==> config.mk <==
export PLATFORM = sky130hd
export DESIGN_NAME = block_table_heap_allocator_unit_flat
export DESIGN_NICKNAME = d
export VERILOG_FILES = /design/src/design/bta_pkg.sv /design/src/design/bta_if.sv /design/src/design/bta_ram.sv /design/src/design/bta_ctrl.sv /design/src/design/block_table_heap_allocator_unit.sv /design/src/flat_wrapper.sv
export SDC_FILE = /design/constraint.sdc
export NUM_CORES = 2
export LEC_CHECK = 0
export ABC_CLOCK_PERIOD_IN_PS = 226500
export BUFFER_PORTS_ARGS = -buffer_cell sky130_fd_sc_hd__buf_2
export CAP_MARGIN = 20
export CORE_MARGIN = 2
export CORE_UTILIZATION = 60
export CTS_BUF_LIST = sky130_fd_sc_hd__clkbuf_4
export DETAILED_ROUTE_END_ITERATION = 12
export GPL_ROUTABILITY_DRIVEN = 0
export PLACE_DENSITY = 0.79
export SLEW_MARGIN = 20
export SYNTH_ARGS = -nofsm -noshare
export SYNTH_HDL_FRONTEND = slang
export SYNTH_SLANG_ARGS = --single-unit
==> constraint.sdc <==
create_clock -name clk -period 226.5 [get_ports clk]
set_input_delay 56.625 -clock clk [delete_from_list [all_inputs] [get_ports clk]]
set_output_delay 56.625 -clock clk [all_outputs]
set_load 0.005 [all_outputs]
==> src/design/bta_pkg.sv <==
// types and constants shared by the block table heap allocator
package bta_pkg;

	localparam int TABLE_DEPTH = 1024;
	// block size is a power of two, so block arithmetic is shifts and masks
	localparam int BLOCK_BYTES = 4096;
	localparam int BLK_SHIFT   = $clog2(BLOCK_BYTES);

	localparam int IDX_W    = $clog2(TABLE_DEPTH);
	localparam int CNT_W    = $clog2(TABLE_DEPTH + 1);
	localparam int ADDR_W   = 32;
	localparam int BYTES_W  = 32;
	localparam int BLOCKS_W = 11;
	localparam int STATUS_W = 2;
	localparam int ENTRY_W  = 3;
	localparam int CFG_IDX_W = 1;

	localparam logic [BLOCKS_W-1:0] BLOCKS_RESET = BLOCKS_W'(1024);

	// entry bit positions
	localparam int ENT_TAKEN = 0;
	localparam int ENT_FIRST = 1;
	localparam int ENT_NEXT  = 2;

	localparam logic [0:0] OP_ALLOC = 1'b0;
	localparam logic [0:0] OP_FREE  = 1'b1;

	localparam logic [STATUS_W-1:0] ST_OK      = 2'd0;
	localparam logic [STATUS_W-1:0] ST_NOMEM   = 2'd1;
	localparam logic [STATUS_W-1:0] ST_BADFREE = 2'd2;

	localparam logic [CFG_IDX_W-1:0] REG_BASE   = 1'd0;
	localparam logic [CFG_IDX_W-1:0] REG_BLOCKS = 1'd1;

	typedef logic [IDX_W-1:0]   idx_t;
	typedef logic [CNT_W-1:0]   cnt_t;
	typedef logic [ENTRY_W-1:0] entry_t;

	typedef struct packed {
		logic   we;
		idx_t   waddr;
		entry_t wdata;
		idx_t   raddr;
	} ram_req_t;

	typedef struct packed {
		logic [ADDR_W-1:0] base;
		cnt_t              limit;
	} heap_cfg_t;

endpackage

==> src/design/bta_if.sv <==
// request, response and register write channels

interface bta_req_if;
	logic                         valid;
	logic                         ready;
	logic [0:0]                   op;
	logic [bta_pkg::BYTES_W-1:0]  request_bytes;
	logic [bta_pkg::ADDR_W-1:0]   free_address;
	modport source (output valid, op, request_bytes, free_address, input ready);
	modport sink (input valid, op, request_bytes, free_address, output ready);
endinterface

interface bta_rsp_if;
	logic                         valid;
	logic                         ready;
	logic [bta_pkg::ADDR_W-1:0]   granted_address;
	logic [bta_pkg::STATUS_W-1:0] status;
	modport source (output valid, granted_address, status, input ready);
	modport sink (input valid, granted_address, status, output ready);
endinterface

interface bta_cfg_if;
	logic                          valid;
	logic                          ready;
	logic [bta_pkg::CFG_IDX_W-1:0] index;
	logic [31:0]                   data;
	modport source (output valid, index, data, input ready);
	modport sink (input valid, index, data, output ready);
endinterface

==> src/design/bta_ram.sv <==
// block table memory, one write and one registered read port
module bta_ram (
	input  logic              clk,
	input  bta_pkg::ram_req_t req,
	output bta_pkg::entry_t   rdata
);

	bta_pkg::entry_t mem [bta_pkg::TABLE_DEPTH];

	always_ff @(posedge clk) begin
		if (req.we) begin
			mem[req.waddr] <= req.wdata;
		end
		rdata <= mem[req.raddr];
	end

endmodule

==> src/design/bta_ctrl.sv <==
// request sequencer: clearing pass, first-fit scan, run marking and free walk
module bta_ctrl (
	input  logic               clk,
	input  logic               arst_n,
	input  bta_pkg::heap_cfg_t cfg,
	bta_req_if.sink            req,
	bta_rsp_if.source          rsp,
	output bta_pkg::ram_req_t  ram_req,
	input  bta_pkg::entry_t    ram_rdata
);

	localparam logic [2:0] S_CLEAR = 3'd0;
	localparam logic [2:0] S_IDLE  = 3'd1;
	localparam logic [2:0] S_SCAN  = 3'd2;
	localparam logic [2:0] S_FILL  = 3'd3;
	localparam logic [2:0] S_WALK  = 3'd4;
	localparam logic [2:0] S_RESP  = 3'd5;

	logic [2:0] state_q;
	bta_pkg::cnt_t issue_q;
	logic          vld_s1;
	bta_pkg::idx_t idx_s1;
	bta_pkg::cnt_t want_q;
	bta_pkg::cnt_t run_q;
	bta_pkg::idx_t start_q;
	bta_pkg::cnt_t fill_q;
	logic [bta_pkg::ADDR_W-1:0]   res_addr_q;
	logic [bta_pkg::STATUS_W-1:0] res_st_q;
	logic                         rsp_valid_q;
	logic [bta_pkg::ADDR_W-1:0]   rsp_addr_q;
	logic [bta_pkg::STATUS_W-1:0] rsp_st_q;

	// request decode
	logic [bta_pkg::BYTES_W:0] want_w;
	logic [bta_pkg::ADDR_W-1:0] offset;
	logic [bta_pkg::ADDR_W-1:0] blk;
	logic                       alloc_bad;
	logic                       free_bad;

	logic          can_issue;
	bta_pkg::cnt_t run_inc;
	bta_pkg::cnt_t fill_inc;
	bta_pkg::cnt_t idx_inc;
	logic          walk_end;
	logic          rsp_free;

	assign want_w = ((bta_pkg::BYTES_W + 1)'(req.request_bytes)
		+ (bta_pkg::BYTES_W + 1)'(bta_pkg::BLOCK_BYTES - 1)) >> bta_pkg::BLK_SHIFT;
	assign alloc_bad = (want_w == '0) || (want_w > (bta_pkg::BYTES_W + 1)'(cfg.limit));
	assign offset = req.free_address - cfg.base;
	assign blk = offset >> bta_pkg::BLK_SHIFT;
	assign free_bad = (req.free_address < cfg.base)
		|| (offset[bta_pkg::BLK_SHIFT-1:0] != '0)
		|| (blk >= bta_pkg::ADDR_W'(cfg.limit));

	assign can_issue = issue_q < cfg.limit;
	assign run_inc = run_q + 1'b1;
	assign fill_inc = fill_q + 1'b1;
	assign idx_inc = bta_pkg::CNT_W'(idx_s1) + 1'b1;
	assign walk_end = !ram_rdata[bta_pkg::ENT_NEXT] || (idx_inc >= cfg.limit);
	assign rsp_free = !rsp_valid_q || rsp.ready;

	assign req.ready = (state_q == S_IDLE);
	assign rsp.valid = rsp_valid_q;
	assign rsp.granted_address = rsp_addr_q;
	assign rsp.status = rsp_st_q;

	always_comb begin
		ram_req.we = 1'b0;
		ram_req.waddr = issue_q[bta_pkg::IDX_W-1:0];
		ram_req.wdata = '0;
		ram_req.raddr = issue_q[bta_pkg::IDX_W-1:0];
		unique case (state_q)
			S_CLEAR: begin
				ram_req.we = 1'b1;
			end
			S_FILL: begin
				ram_req.we = 1'b1;
				ram_req.waddr = start_q + fill_q[bta_pkg::IDX_W-1:0];
				ram_req.wdata[bta_pkg::ENT_TAKEN] = 1'b1;
				ram_req.wdata[bta_pkg::ENT_FIRST] = (fill_q == '0);
				ram_req.wdata[bta_pkg::ENT_NEXT] = (fill_inc < want_q);
			end
			S_WALK: begin
				// clear the entry in hand while the next one is read
				ram_req.we = vld_s1;
				ram_req.waddr = idx_s1;
			end
			default: begin
			end
		endcase
	end

	always_ff @(posedge clk or negedge arst_n) begin
		if (!arst_n) begin
			state_q <= S_CLEAR;
			issue_q <= '0;
			vld_s1 <= 1'b0;
			rsp_valid_q <= 1'b0;
		end else begin
			if (rsp.ready) begin
				rsp_valid_q <= 1'b0;
			end
			unique case (state_q)
				S_CLEAR: begin
					issue_q <= issue_q + 1'b1;
					if (issue_q == bta_pkg::CNT_W'(bta_pkg::TABLE_DEPTH - 1)) begin
						state_q <= S_IDLE;
					end
				end
				S_IDLE: begin
					vld_s1 <= 1'b0;
					run_q <= '0;
					fill_q <= '0;
					res_addr_q <= '0;
					if (req.valid) begin
						if (req.op == bta_pkg::OP_ALLOC) begin
							want_q <= bta_pkg::CNT_W'(want_w);
							issue_q <= '0;
							if (alloc_bad) begin
								res_st_q <= bta_pkg::ST_NOMEM;
								state_q <= S_RESP;
							end else begin
								state_q <= S_SCAN;
							end
						end else begin
							issue_q <= bta_pkg::CNT_W'(blk);
							if (free_bad) begin
								res_st_q <= bta_pkg::ST_BADFREE;
								state_q <= S_RESP;
							end else begin
								res_st_q <= bta_pkg::ST_OK;
								state_q <= S_WALK;
							end
						end
					end
				end
				S_SCAN: begin
					vld_s1 <= can_issue;
					idx_s1 <= issue_q[bta_pkg::IDX_W-1:0];
					if (can_issue) begin
						issue_q <= issue_q + 1'b1;
					end
					if (vld_s1) begin
						if (ram_rdata[bta_pkg::ENT_TAKEN]) begin
							run_q <= '0;
						end else begin
							if (run_q == '0) begin
								start_q <= idx_s1;
							end
							run_q <= run_inc;
							if (run_inc == want_q) begin
								vld_s1 <= 1'b0;
								state_q <= S_FILL;
							end
						end
					end else if (!can_issue) begin
						res_st_q <= bta_pkg::ST_NOMEM;
						state_q <= S_RESP;
					end
				end
				S_FILL: begin
					fill_q <= fill_inc;
					if (fill_inc == want_q) begin
						res_addr_q <= cfg.base
							+ (bta_pkg::ADDR_W'(start_q) << bta_pkg::BLK_SHIFT);
						res_st_q <= bta_pkg::ST_OK;
						state_q <= S_RESP;
					end
				end
				S_WALK: begin
					vld_s1 <= can_issue;
					idx_s1 <= issue_q[bta_pkg::IDX_W-1:0];
					if (can_issue) begin
						issue_q <= issue_q + 1'b1;
					end
					if (vld_s1 && walk_end) begin
						vld_s1 <= 1'b0;
						state_q <= S_RESP;
					end
				end
				S_RESP: begin
					if (rsp_free) begin
						rsp_valid_q <= 1'b1;
						rsp_addr_q <= res_addr_q;
						rsp_st_q <= res_st_q;
						state_q <= S_IDLE;
					end
				end
				default: begin
					state_q <= S_IDLE;
				end
			endcase
		end
	end

endmodule

==> src/design/block_table_heap_allocator_unit.sv <==
// First-fit heap allocator over a block table of 1024 entries, 4096-byte blocks. After reset
// the table is cleared to free by a pass over every entry, during which no request is taken
// (register writes are). The block then handles one request at a time. An allocate scans the
// table from entry 0, one entry per cycle through the table memory's read port, and then marks
// the run one entry per cycle on the write port; a size that is zero or too large is answered
// without a scan. A free walks the has-next chain, one entry per cycle, and clears it; a bad
// address is answered without a walk. A finished response sits in an output register, so the
// next request can be taken before the previous response has been collected. Registers:
// 0 base_address, 1 heap size in blocks.
module block_table_heap_allocator_unit (
	input  logic      clk,
	input  logic      arst_n,
	bta_cfg_if.sink   cfg,
	bta_req_if.sink   req,
	bta_rsp_if.source rsp
);

	logic [bta_pkg::ADDR_W-1:0]   base_q;
	logic [bta_pkg::BLOCKS_W-1:0] blocks_q;
	bta_pkg::heap_cfg_t           heap_cfg;
	bta_pkg::ram_req_t            ram_req;
	bta_pkg::entry_t              ram_rdata;

	assign cfg.ready = 1'b1;

	always_ff @(posedge clk or negedge arst_n) begin
		if (!arst_n) begin
			base_q <= '0;
			blocks_q <= bta_pkg::BLOCKS_RESET;
		end else if (cfg.valid) begin
			unique case (cfg.index)
				bta_pkg::REG_BASE: base_q <= cfg.data;
				bta_pkg::REG_BLOCKS: blocks_q <= cfg.data[bta_pkg::BLOCKS_W-1:0];
				default: begin
				end
			endcase
		end
	end

	// heap size in effect is capped at the table depth
	always_comb begin
		heap_cfg.base = base_q;
		if (32'(blocks_q) > 32'(bta_pkg::TABLE_DEPTH)) begin
			heap_cfg.limit = bta_pkg::CNT_W'(bta_pkg::TABLE_DEPTH);
		end else begin
			heap_cfg.limit = bta_pkg::CNT_W'(blocks_q);
		end
	end

	bta_ctrl u_ctrl (
		.clk       (clk),
		.arst_n    (arst_n),
		.cfg       (heap_cfg),
		.req       (req),
		.rsp       (rsp),
		.ram_req   (ram_req),
		.ram_rdata (ram_rdata)
	);

	bta_ram u_ram (
		.clk   (clk),
		.req   (ram_req),
		.rdata (ram_rdata)
	);

endmodule

==> src/flat_wrapper.sv <==
// flat-port wrapper written by rule: the top's interface ports become plain ports
module block_table_heap_allocator_unit_flat 
  (clk, arst_n, cfg_valid, cfg_index, cfg_data, cfg_ready, req_valid, req_op, req_request_bytes, req_free_address, req_ready, rsp_valid, rsp_granted_address, rsp_status, rsp_ready);
  bta_cfg_if cfg_i ();
  bta_req_if req_i ();
  bta_rsp_if rsp_i ();
  input  logic clk;
  input  logic arst_n;
  input wire logic [$bits(cfg_i.valid)-1:0] cfg_valid;
  input wire logic [$bits(cfg_i.index)-1:0] cfg_index;
  input wire logic [$bits(cfg_i.data)-1:0] cfg_data;
  output wire logic [$bits(cfg_i.ready)-1:0] cfg_ready;
  input wire logic [$bits(req_i.valid)-1:0] req_valid;
  input wire logic [$bits(req_i.op)-1:0] req_op;
  input wire logic [$bits(req_i.request_bytes)-1:0] req_request_bytes;
  input wire logic [$bits(req_i.free_address)-1:0] req_free_address;
  output wire logic [$bits(req_i.ready)-1:0] req_ready;
  output wire logic [$bits(rsp_i.valid)-1:0] rsp_valid;
  output wire logic [$bits(rsp_i.granted_address)-1:0] rsp_granted_address;
  output wire logic [$bits(rsp_i.status)-1:0] rsp_status;
  input wire logic [$bits(rsp_i.ready)-1:0] rsp_ready;
  assign cfg_i.valid = cfg_valid;
  assign cfg_i.index = cfg_index;
  assign cfg_i.data = cfg_data;
  assign cfg_ready = cfg_i.ready;
  assign req_i.valid = req_valid;
  assign req_i.op = req_op;
  assign req_i.request_bytes = req_request_bytes;
  assign req_i.free_address = req_free_address;
  assign req_ready = req_i.ready;
  assign rsp_valid = rsp_i.valid;
  assign rsp_granted_address = rsp_i.granted_address;
  assign rsp_status = rsp_i.status;
  assign rsp_i.ready = rsp_ready;
  block_table_heap_allocator_unit u_core (.clk(clk), .arst_n(arst_n), .cfg(cfg_i), .req(req_i), .rsp(rsp_i));
endmodule
* Yosys cells after proc, flatten, opt, wreduce, memory -nomap -nowiden
Memory sizes are Yosys's and may differ from the RTL's. A register that Yosys moved wholly into a read port is not among the register bits.
Index checks and enable logic that the tools add are counted.
** Cells by class
- Divide/modulo/power cells :: 0
- Mux-type cells :: 45
- $mul :: 0
- Magnitude comparators :: 7
- Add/sub/neg operators :: 8
- Shifts and indexed selects :: 0
- Equal/unequal tests :: 21
- Bitwise logic cells :: 3
- Reductions and logical operators :: 32
** Operator list (number)
- two-way mux 11 bit :: 6
- one-hot mux 32 bit (2 select lines) :: 1
- one-hot mux 11 bit (2 select lines) :: 2
- two-way mux 3 bit :: 12
- adder 11 x 1 -> 11 bit, second input constant :: 3
- adder 32 x 12 -> 33 bit, second input constant :: 1
- logical NOT 33 bit :: 1
- one-hot mux 11 bit (3 select lines) :: 1
- adder 32 x 22 -> 32 bit :: 1
- < comparator 32 bit :: 1
- two-way mux 32 bit :: 1
- subtractor 32 bit :: 1
- equality test 11 bit :: 2
- logical NOT 11 bit :: 2
- < comparator 11 bit :: 2
- greater-than comparator 21 x 11 -> 1 bit :: 1
- greater-or-equal comparator 20 x 11 -> 1 bit :: 1
- one-hot mux 10 bit (2 select lines) :: 1
- one-hot mux 3 bit (6 select lines) :: 1
- != test 2 bit, second input constant :: 8
- two-way mux 2 bit :: 7
- AND reduction 3 bit :: 4
- nonzero test 12 bit :: 1
- adder 10 x 1 -> 11 bit, second input constant :: 1
- 27 further kinds :: 54
** Word-level totals
- Bits in writable memories :: 3072
- Memories :: 1
- Register bits after elaboration :: 180
- Bits in latches :: 0
- Word-level logic and storage cells :: 132
- Bits in read-only memories :: 0
- Output and inout port bits :: 37
** Memories
- u_core.u_ram.mem :: depth 1024, width 3, rd ports 1, clocked after Yosys merged registers in 1, write ports 1, RTL line bta_ram.sv:8 : bta_pkg::entry_t mem [bta_pkg::TABLE_DEPTH];

* Logic depth before layout (Yosys ltp)
- Word-level depth :: 8
- Depth in mapped cells :: 20

* By module
A second synthesis with hierarchy kept.
** Second synthesis, totals
- Cells, all modules :: 7781
- Area total of the unflattened synthesis :: 136181.9 um2
** Modules (own cells, without submodules)
- bta_ram :: sequential area each 92308.5 um2, instances 1, cells an instance 6544, area an instance 123702.4 um2
- bta_ctrl :: sequential area each 4033.9 um2, instances 1, cells an instance 1130, area an instance 10627.7 um2
- block_table_heap_allocator_unit :: sequential area each 1077.3 um2, instances 1, cells an instance 107, area an instance 1851.8 um2

* Worst setup path before layout
No wires, ideal clock.
- Kind :: register to register
- Start point :: register u_core.u_ctrl.fill_q[0]
- End point :: memory u_core.u_ram.mem[0][2] in the netlist's numbering (data pin)
- Stages on the path, launching flop included :: 12
- Period minus slack after synthesis :: 106.313 ns
- Setup slack :: 120.187 ns
- Arrival time :: 89.095 ns
- Cell sequence :: edfxtp_1 > ha_1 > ha_1 > nor2b_1 > o21a_1 > o21a_1 > o21a_1 > o21a_1 > o21a_1 > o21ai_0 > a21oi_1 > a2111oi_0
** RTL lines
- start: declaration :: RTL line bta_ctrl.sv:26 : bta_pkg::cnt_t fill_q;
- start signal: assignment :: RTL line bta_ctrl.sv:163 : fill_q <= fill_inc;
- end: declaration :: RTL line bta_ram.sv:8

* Worst setup path in the final report
- Start point :: input req_free_address[0]
- End point :: register u_core.u_ctrl.res_st_q[1] in the netlist's numbering (data pin)
** On the way
- Longest elaborated chain between the ends :: 8
- Elaborated cells on any way between the ends :: 10
- Those cells by class :: add/sub (1); order compare (2); mux (4); reduce/logical (3)
** Ends and longest elaborated chain
- start: declaration :: RTL line flat_wrapper.sv:16 : input wire logic [$bits(req_i.free_address)-1:0] req_free_address;
- parallel branches: the longest is 3 deep, another holds subtractor 32 bit
- logical OR 1 bit * :: RTL line bta_ctrl.sv:54 : || (blk >= bta_pkg::ADDR_W'(cfg.limit));
- two-way mux 2 bit * :: RTL line bta_ctrl.sv:128 : if (free_bad) begin
- two-way mux 2 bit * :: RTL line bta_ctrl.sv:117 : if (req.op == bta_pkg::OP_ALLOC) begin
- two-way mux 2 bit * :: RTL line bta_ctrl.sv:116 : if (req.valid) begin
- one-hot mux 2 bit (3 select lines) * :: RTL line bta_ctrl.sv:104 : unique case (state_q)
- end signal: assignment :: RTL line bta_ctrl.sv:121 : res_st_q <= bta_pkg::ST_NOMEM;
- end signal: assignment :: RTL line bta_ctrl.sv:129 : res_st_q <= bta_pkg::ST_BADFREE;
- end signal: assignment :: RTL line bta_ctrl.sv:132 : res_st_q <= bta_pkg::ST_OK;
- end: declaration :: RTL line bta_ctrl.sv:28 : logic [bta_pkg::STATUS_W-1:0] res_st_q;
Mark *: on every way between the ends. The select of a mux whose other input is x is not followed.
A chain may end at the register's enable or synchronous reset.

==> qor.txt <==
Largest net degree at the start of global routing: 276
Worst setup SP type: primary input
Async set-reset flop share out of synthesis: 0.02646
Gr busiest metal: met2
Unrepaired setup endpoints after global routing: false
Crit path capture type: register
Fin cells: 8499
Global route total overflow: 0
Max_slew headroom: 0.1936
Mux cell area share after synthesis: 0.1527
Final setup fails: 0
CTS tree: done
Placed Instances: 7563
Min Tclk post-route: 60.98 ns
Final Cycle Share: 0.2692
Warnings, synthesis: 0
Fill cell count: 10430
Syn Inst Count: 5690
Vias per cell: 6.795
Top Ports: 140
Maximum VDD drop: 0.01796 mV
Combinational family with the most area after synthesis: multiplexers
Synth Area in XOR/XNOR: 0.006729
Total CTS buffers: 556
Fmax: 0.01640 GHz
Worst skew pair latency: 1.38 ns
Setup TNS: 0 ns
Crit path required time: 227.58 ns
Sequential area share after synthesis: 0.6920
Ys flop type: edfxtp_1
Hold-fix buffers, CTS: 0
FF+latch count, synth: 2230
Clock Tree Buf Depth: 4
Power per Cell Area: 9.794 mW/mm^2
Initial antenna violation count: 3
Worst Max-Slew Pin Slew: 1.210 ns
Die Y: 404.6 um
Hold Crit Class: register to register
Total die area: 0.1637 sq mm
Post-Synth Adder-Cell Area: 0.01502
Initial Util: 0.6019
MaxCap Viol Count: 0
Area fraction of the dominant cell type after synthesis: 0.6763
Via Count: 57750
Total track usage: 0.2986
Nets@finish: 6253
Quantity of gates resized following cts: 0
Mapped Area: 0.09631 sq mm
Share of layout cells above drive strength 1: 0.2685
Leak Pwr: 0.03268 uW
# Post-CTS Setup Buffers: 0
DRC Markers: 0
Post-synth top area cell: edfxtp_1
Root buffer cell: clkbuf_4
Top cells by area, synth: edfxtp_1 (68%), mux4_2 (15%), nor3_1 (4.2%)
GR met1 Demand/Resource: 0.3929
Clk sinks: 2230
Global-route wire length before repair: 360400 um
Core Area: 0.1600 sq mm
Distinct cell type count after synthesis: 78
Simple-gate share of the synthesized area: 0.08092
WP data arrival: 62.06 ns
Dpl hpwl: 144400 um
Chip Width: 404.6 um
Drt initial violations: 8703
Post-DRT Antenna Nets: 0
GR Util met3: 0.07761
Count of final hold-check violations: 0
H-tree levels: 6
Clock edge transition at the registers on the reported setup and hold paths: 0.06 ns
CP Class: primary input to register
Port buffer count: 138
Slew Limit Fails: 0
WHS: 0.4139 ns
Compound-cell area share of the yosys netlist: 0.02907
Status: completed
Synth Area per Inst: 16.93 sq um
Layout area overhead: 9.363%
Rows: 147
Met2 usage in global routing: 0.4684
Final setup skew: 0.08389 ns
Drt wl/cell: 28.65 um
Post-synth net total: 5906
Final WL: 243500 um
DRT Pass-1 Iters: 9
Pre-CTS setup slack: 164.41 ns
Crit path max fanout: 4
Vias in the first global route: 58020
Number of flops mapped to enable cells by yosys: 2169
Setup ws final: 165.52 ns
## per-stage QoR
step / area [sq um] / total power [uW] / utilization
3_3_place_gp: 98500 / 702.0 / 0.6155
4_1_cts: 105200 / 1031 / 0.6577
3_5_place_dp: 98500 / 705.9 / 0.6155
5_1_grt: 105300 / 1065 / 0.6582
2_1_floorplan: 96310 / 636.1 / -
6_report: 105300 / 1032 / 0.6582
## worst paths after layout
check / start / endpoint / slack [ns] / depth (start not counted)
max: req_free_address[0] / u_core.u_ctrl.res_st_q[1] / 165.52 / 20
min: u_core.u_ctrl.res_addr_q[25] / u_core.u_ctrl.rsp.granted_address[25] / 0.41 / 0
max reg2reg: u_core.u_ctrl.issue_q[1] / u_core.u_ram.rdata[2] / 219.47 / 11
min reg2reg: u_core.u_ctrl.res_addr_q[25] / u_core.u_ctrl.rsp.granted_address[25] / 0.41 / 0
min in group asynchronous: arst_n / u_core.u_ctrl.vld_s1 / 55.11 / 1
max in group asynchronous: arst_n / u_core.u_ctrl.issue_q[1] / 170.27 / 2
## worst max-delay path: stages
cell	delay, ns
buf_2	0.08
inv_1	0.04
ha_1	0.21
fa_1	0.44
nor2b_1	0.20
o2111ai_1	0.18
a311oi_1	0.56
o21ai_0	0.28
nand4_1	0.22
nand2_1	0.08
xnor2_1	0.41
ha_1	0.37
a222oi_1	0.32
and3_1	0.21
nand4_1	0.12
or4_1	0.52
a2111oi_0	0.57
nand4_1	0.29
nor3_1	0.25
a21oi_1	0.09
## per-layer routing
layer,share of wire,vias to the layer above
met3,0.12,697
li1,-,23960
met2,0.48,4224
met5,0,-
met4,0.048,0
met1,0.35,28880
## where the power goes
part / internal (uW) / switching (uW)
logic: 81.0 / 160
registers: 451 / 10.2
clock network: 171 / 158
total: 703 / 328
## placed cells by master (no fill, tap or decap), types with 14 or more instances in the layout
cell type | Yosys | final
a211oi_1 | 14 | 14
a21o_1 | 15 | 15
a21oi_1 | 90 | 90
a22o_1 | 17 | 17
a22oi_1 | 37 | 37
and2_1 | 19 | 19
and3_1 | 15 | 15
buf_2 | 100 | 138
buf_4 | 22 | 62
clkbuf_4 | 0 | 775
clkinv_1 | 1 | 106
clkinv_2 | 0 | 19
dfrtp_1 | 58 | 53
edfxtp_1 | 2169 | 2169
ha_1 | 110 | 110
inv_1 | 81 | 80
mux2_2 | 16 | 16
mux2i_1 | 29 | 29
mux4_2 | 632 | 632
nand2_1 | 268 | 268
nand2b_1 | 20 | 20
nand3_1 | 48 | 45
nand4_1 | 34 | 34
nor2_1 | 382 | 376
nor3_1 | 803 | 803
nor4_1 | 15 | 15
o21a_1 | 29 | 29
o21ai_0 | 90 | 89
xnor2_1 | 48 | 48
xor2_1 | 26 | 26
## registers in the layout, indices dropped and copies added (netlist names), 3 cells and up
register,count
u_core.u_ctrl.run_q,11
u_core.u_ctrl.idx_s1,10
u_core.blocks_q,11
u_core.u_ctrl.issue_q,11
u_core.u_ctrl.res_addr_q,32
u_core.base_q,32
u_core.u_ctrl.state_q,3
u_core.u_ctrl.fill_q,11
u_core.u_ctrl.start_q,10
u_core.u_ctrl.want_q,11
u_core.u_ram.mem,2048
u_core.u_ctrl.rsp.granted_address,32
## synthesized netlist by cell type (7+ instances only)
| library cell | instances |
|---|---|
| edfxtp_1 | 2169 |
| nor3_1 | 803 |
| mux4_2 | 632 |
| nor2_1 | 382 |
| nand2_1 | 268 |
| clkbuf_1 | 257 |
| ha_1 | 110 |
| buf_2 | 100 |
| a21oi_1 | 90 |
| o21ai_0 | 90 |
| inv_1 | 81 |
| dfrtp_1 | 58 |
| nand3_1 | 48 |
| xnor2_1 | 48 |
| a22oi_1 | 37 |
| nand4_1 | 34 |
| mux2i_1 | 29 |
| o21a_1 | 29 |
| buf_1 | 27 |
| xor2_1 | 26 |
| buf_4 | 22 |
| buf_6 | 20 |
| nand2b_1 | 20 |
| and2_1 | 19 |
| a22o_1 | 17 |
| mux2_2 | 16 |
| a21o_1 | 15 |
| and3_1 | 15 |
| nor2b_1 | 15 |
| nor4_1 | 15 |
| a211oi_1 | 14 |
| a221oi_1 | 13 |
| a21boi_0 | 12 |
| a31oi_1 | 12 |
| o211ai_1 | 12 |
| a211o_1 | 9 |
| nand3b_1 | 8 |
| o2111ai_1 | 8 |
| o21ai_1 | 7 |
| o22ai_1 | 7 |
| or4_1 | 7 |
## logic make-up after synthesis
logic type	Yosys count
xor+xnor	74
compound gates	422
fa+ha+maj	114
simple gates	1664
flops	2230
other cells	1
buf+inv	508
mux	677
## layout make-up
type	count	area (sq um)	area share
inverter	82	315.3	0.002993
clock inverter	153	933.4	0.008862
tap	2086	2610	0.02478
sequential	2230	66670	0.6329
multi-input combinational	2952	27530	0.2613
clock buffer	775	5818	0.05524
antenna	6	15.01	0.0001425
timing repair buffer	215	1445	0.01372
No activity file was read; power rests on OpenSTA's default activity.
